$ cat config.mk
export PLATFORM = sky130hd
export DESIGN_NAME = leb_cell
export DESIGN_NICKNAME = d
export VERILOG_FILES = /design/src/rtl/core/line_edit_buffer_defines.svh /design/src/rtl/core/leb_pkg.sv /design/src/rtl/core/leb_cell.sv
export SDC_FILE = /design/constraint.sdc
export NUM_CORES = 1
export LEC_CHECK = 0
export BUFFER_PORTS_ARGS = -buffer_cell sky130_fd_sc_hd__buf_2
export CORE_MARGIN = 2
export CORE_UTILIZATION = 38
export CTS_BUF_LIST = sky130_fd_sc_hd__clkbuf_8
export DETAILED_ROUTE_END_ITERATION = 16
export GPL_TIMING_DRIVEN = 0
export PLACE_DENSITY = 0.8
export SETUP_SLACK_MARGIN = 0.4
export SLEW_MARGIN = 20
export SYNTH_ARGS = -nofsm -noshare
export SYNTH_HDL_FRONTEND = slang
export SYNTH_SLANG_ARGS = --single-unit
$ cat constraint.sdc
create_clock -name clock -period 2.1 [get_ports clock]
set_input_delay 0.105 -clock clock [delete_from_list [all_inputs] [get_ports clock]]
set_output_delay 0.105 -clock clock [all_outputs]
set_load 0.02 [all_outputs]
$ cat src/rtl/core/line_edit_buffer_defines.svh
// assertion macros for the line edit buffer
`ifndef LINE_EDIT_BUFFER_DEFINES_SVH
`define LINE_EDIT_BUFFER_DEFINES_SVH

// condition holds at every clock edge out of reset
`define LEB_ASSERT_ALWAYS(label, cond) \
   label: assert property (@(posedge clock) disable iff (reset) (cond)) \
      else $error("line edit buffer invariant violated");

// consequence holds in the cycle after the antecedent
`define LEB_ASSERT_NEXT(label, ante, cons) \
   label: assert property (@(posedge clock) disable iff (reset) (ante) |=> (cons)) \
      else $error("line edit buffer sequencing violated");

`endif

$ cat src/rtl/core/leb_pkg.sv
// shared command codes, cell operations and types of the line edit buffer
`default_nettype none
package leb_pkg;

   localparam logic [3:0] CMD_NONE      = 4'd0;
   localparam logic [3:0] CMD_LEFT      = 4'd1;
   localparam logic [3:0] CMD_RIGHT     = 4'd2;
   localparam logic [3:0] CMD_HOME      = 4'd3;
   localparam logic [3:0] CMD_END       = 4'd4;
   localparam logic [3:0] CMD_BACKSPACE = 4'd5;
   localparam logic [3:0] CMD_DELETE    = 4'd6;
   localparam logic [3:0] CMD_INSERT    = 4'd7;
   localparam logic [3:0] CMD_APPEND    = 4'd8;
   localparam logic [3:0] CMD_CLEAR     = 4'd9;
   localparam logic [3:0] CMD_READ      = 4'd10;

   localparam logic [1:0] OP_HOLD   = 2'd0;
   localparam logic [1:0] OP_INSERT = 2'd1;
   localparam logic [1:0] OP_APPEND = 2'd2;
   localparam logic [1:0] OP_REMOVE = 2'd3;

   localparam logic [7:0] KEY_FIRST = 8'd32;
   localparam logic [7:0] KEY_LAST  = 8'd126;

   typedef struct packed {
      logic [1:0] op;
      logic [7:0] key;
   } cell_ctrl_type;

endpackage
`default_nettype wire

$ cat src/rtl/core/leb_cell.sv
// one character cell of the shifting line store
`default_nettype none
module leb_cell
   import leb_pkg::*;
#(
   parameter int INDEX = 0,
   parameter int CW    = 9
) (
   input  wire logic          clock,
   input  wire cell_ctrl_type ctrl,
   input  wire logic [CW-1:0] pos,
   input  wire logic [7:0]    chr_left,
   input  wire logic [7:0]    chr_right,
   output logic [7:0]         chr
);

   localparam logic [CW-1:0] IDX = CW'(INDEX);

   logic [7:0] chr_ff, chr_in;

   always_comb begin
      chr_in = chr_ff;
      case (ctrl.op)
         OP_INSERT: begin
            if (IDX > pos) chr_in = chr_left;
            else if (IDX == pos) chr_in = ctrl.key;
         end
         OP_APPEND: begin
            if (IDX == pos) chr_in = ctrl.key;
         end
         OP_REMOVE: begin
            if (IDX >= pos) chr_in = chr_right;
         end
         default: chr_in = chr_ff;
      endcase
   end

   always_ff @(posedge clock) begin
      chr_ff <= chr_in;
   end

   assign chr = chr_ff;

endmodule
`default_nettype wire

==> results.cfg <==
[timing]
rsz0062_at_grt = false
fmax_mhz = 694
fin_tns_setup_ns = 0
hold_viol_final = 0
setup_viol = 0
slew_viol_final = 0
fin_skew_ns = 0
timing.hold.ws_ns = 0.228
period_minus_slack_ns = 1.44
relSlewSlack = 0.578
max_slew.worst_pin.slew_ns = 0.631
fin_crit_sh = 0.687

[clocking]
clockBufferDepth = 2
cts_buffers = 3
clk_latency_ns = 0.23
cts-root-buf = clkbuf_8
cts_setup_buffers = 0
hold_buffers = 0
cts.sinks = 8
cts_tree = yes
clkTransAtPathRegs_ns = 0.04
cts_max_level = 1

[layout]
fillers = 122
fin_nets = 130
diodes = 0
area_growth_pct = 48.8
largest_register_ffs = 8
drive_gt1_frac = 0.478

[placed_design]
place_congestion = 0.739
dp_hpwl_mm = 1.19
io_buffers = 35

[floorplanning]
io_pins = 44
core_um2 = 1280
die_w_um = 40.8
dieArea_um2 = 1670
start_util = 0.401
rows = 13
die_y_um = 40.8

[power_and_ir_drop]
ir_drop_mv = 0.303
combPwrFrac = 0.226
p_seq_frac = 0.403
swShare = 0.280
switchingPower_w = 0.000144
powerDensity_nw_per_um2 = 671
clkPwrFrac = 0.372
leakage_nw = 0.305
intPower_w = 0.000370

[setup_path]
crit_path_top_delay_cell = nor4_4
worst-path-max-fanout = 9
r2r-start = chr[7]
r2r_slack_ns = 1.19
crit_type = in2reg
endpoint_kind = flip-flop
worstPathCellList = buf_2 > nor4_4 > a31oi_1 > nor2_2
slowest_delay_ns = 0.51
startpoint = pos[3]
start_kind = input pin
worstPathRequired_ns = 1.98
cp.arrival_ns = 1.32

[synthesis]
ys_seq_area_frac = 0.466
netlist_area_um2 = 515
synth.avg_cell_area_um2 = 9.55
syn_inst = 54
synthDistinctLibCells = 14
synth_fp_nets = 90
yosys_warnings = 0
ys_ff_latch = 8

[grt]
grt_max_degree = 11
antenna_found_initial = 0
grt_pass1_vias = 527
grtUsageTotal = 0.202
grt_overflow = 0
grt_first_pass_wirelength_mm = 2.11

[routing]
drt-pass1-iter-count = 4
routed_wirelength_mm = 1.56
wire_per_inst_um = 14.5
vias = 621
ant_nets = 0
drc = 0
vias_per_cell = 5.80
drt-initial-drc-count = 24

[hold_path]
hold_path.startpoint = chr_right[2]
hold_class = in2reg

[run_status]
status = finished, final reports clean

[run]
max_cap_viol_count = 0
-- metrics by stage --
stage / cells / worst slack, ns / power [W] / instance area, µm² / utilization
after floorplan: 54 / 0.517 / 0.000268 / 515 / -
after global placement: 104 / 0.0661 / 0.000317 / 709 / 0.552
after detailed placement: 104 / 0.00959 / 0.000322 / 709 / 0.552
after CTS: 107 / 0.442 / 0.000516 / 758 / 0.590
after global routing: 107 / 0.573 / 0.000536 / 767 / 0.597
final: 107 / 0.658 / 0.000515 / 767 / 0.597
-- critical path: cells and delay by family --
family | cells | cell delay (ns)
and+or+nand+nor | 2 | 0.92
AOI/OAI and AO/OA | 1 | 0.18
buffers and inverters | 1 | 0.12
-- timing repair --
item                       in CTS  in global routing
gates cloned                    0                  0
resized for setup               2                  1
setup endpoints to repair       8                  8
-- synth_stat cells, drive strengths merged --
cell type / number / area share
or3: 1 / 0.012
or4: 1 / 0.022
nand2: 1 / 0.0073
edfxtp: 8 / 0.47
nor3: 1 / 0.0097
clkbuf: 1 / 0.0073
nor2: 11 / 0.080
or2: 1 / 0.012
nand4: 8 / 0.097
a31oi: 9 / 0.11
o31ai: 8 / 0.12
buf: 3 / 0.036
nor4: 1 / 0.024
-- routing by layer --
layer	routed length, µm	global-route usage	part of all wire	up-vias
met5	0	0	0	-
met4	48	0.158	0.031	0
met3	148	0.0326	0.095	7
met2	736	0.344	0.47	39
met1	624	0.220	0.40	274
li1	-	-	-	301
-- placed cells by master, fill, tap and decap left out, drive strengths merged --
cell    count
nor2       11
a31oi       9
nor3        1
nand2       1
clkbuf      4
o31ai       8
or4         1
buf        38
or3         1
or2         1
nand4       8
edfxtp      8
nor4        1
-- path summary, 6_finish.rpt --
kind,to,depth (start not counted)
max,chr[3],4
min reg2reg,chr[4],2
max reg2reg,chr[7],2
min,chr[2],3
-- layout make-up --
class / count / area [µm²] / area share
Tap cell: 15 / 18.8 / 0.0245
Clock buffer: 3 / 41.3 / 0.0538
Sequential cell: 8 / 240 / 0.313
Timing Repair Buffer: 35 / 175 / 0.228
Buffer: 4 / 22.5 / 0.0294
Multi-Input combinational cell: 42 / 269 / 0.351
-- power groups by stage --
| stage | Clock [W] | Combinational (W) | Sequential, W |
|---|---|---|---|
| after floorplan | 0 | 0.0000397 | 0.000229 |
| after global placement | 0 | 0.000108 | 0.000209 |
| after detailed placement | 0 | 0.000113 | 0.000210 |
| after CTS | 0.000195 | 0.000114 | 0.000207 |
| after global routing | 0.000200 | 0.000128 | 0.000209 |
| final | 0.000191 | 0.000116 | 0.000207 |
-- logic make-up after synthesis --
kind of cell / share of synthesized area
simple gates: 0.265
buf+inv: 0.0437
compound gates: 0.226
flops: 0.466
(Power assumes the default switching activity.)
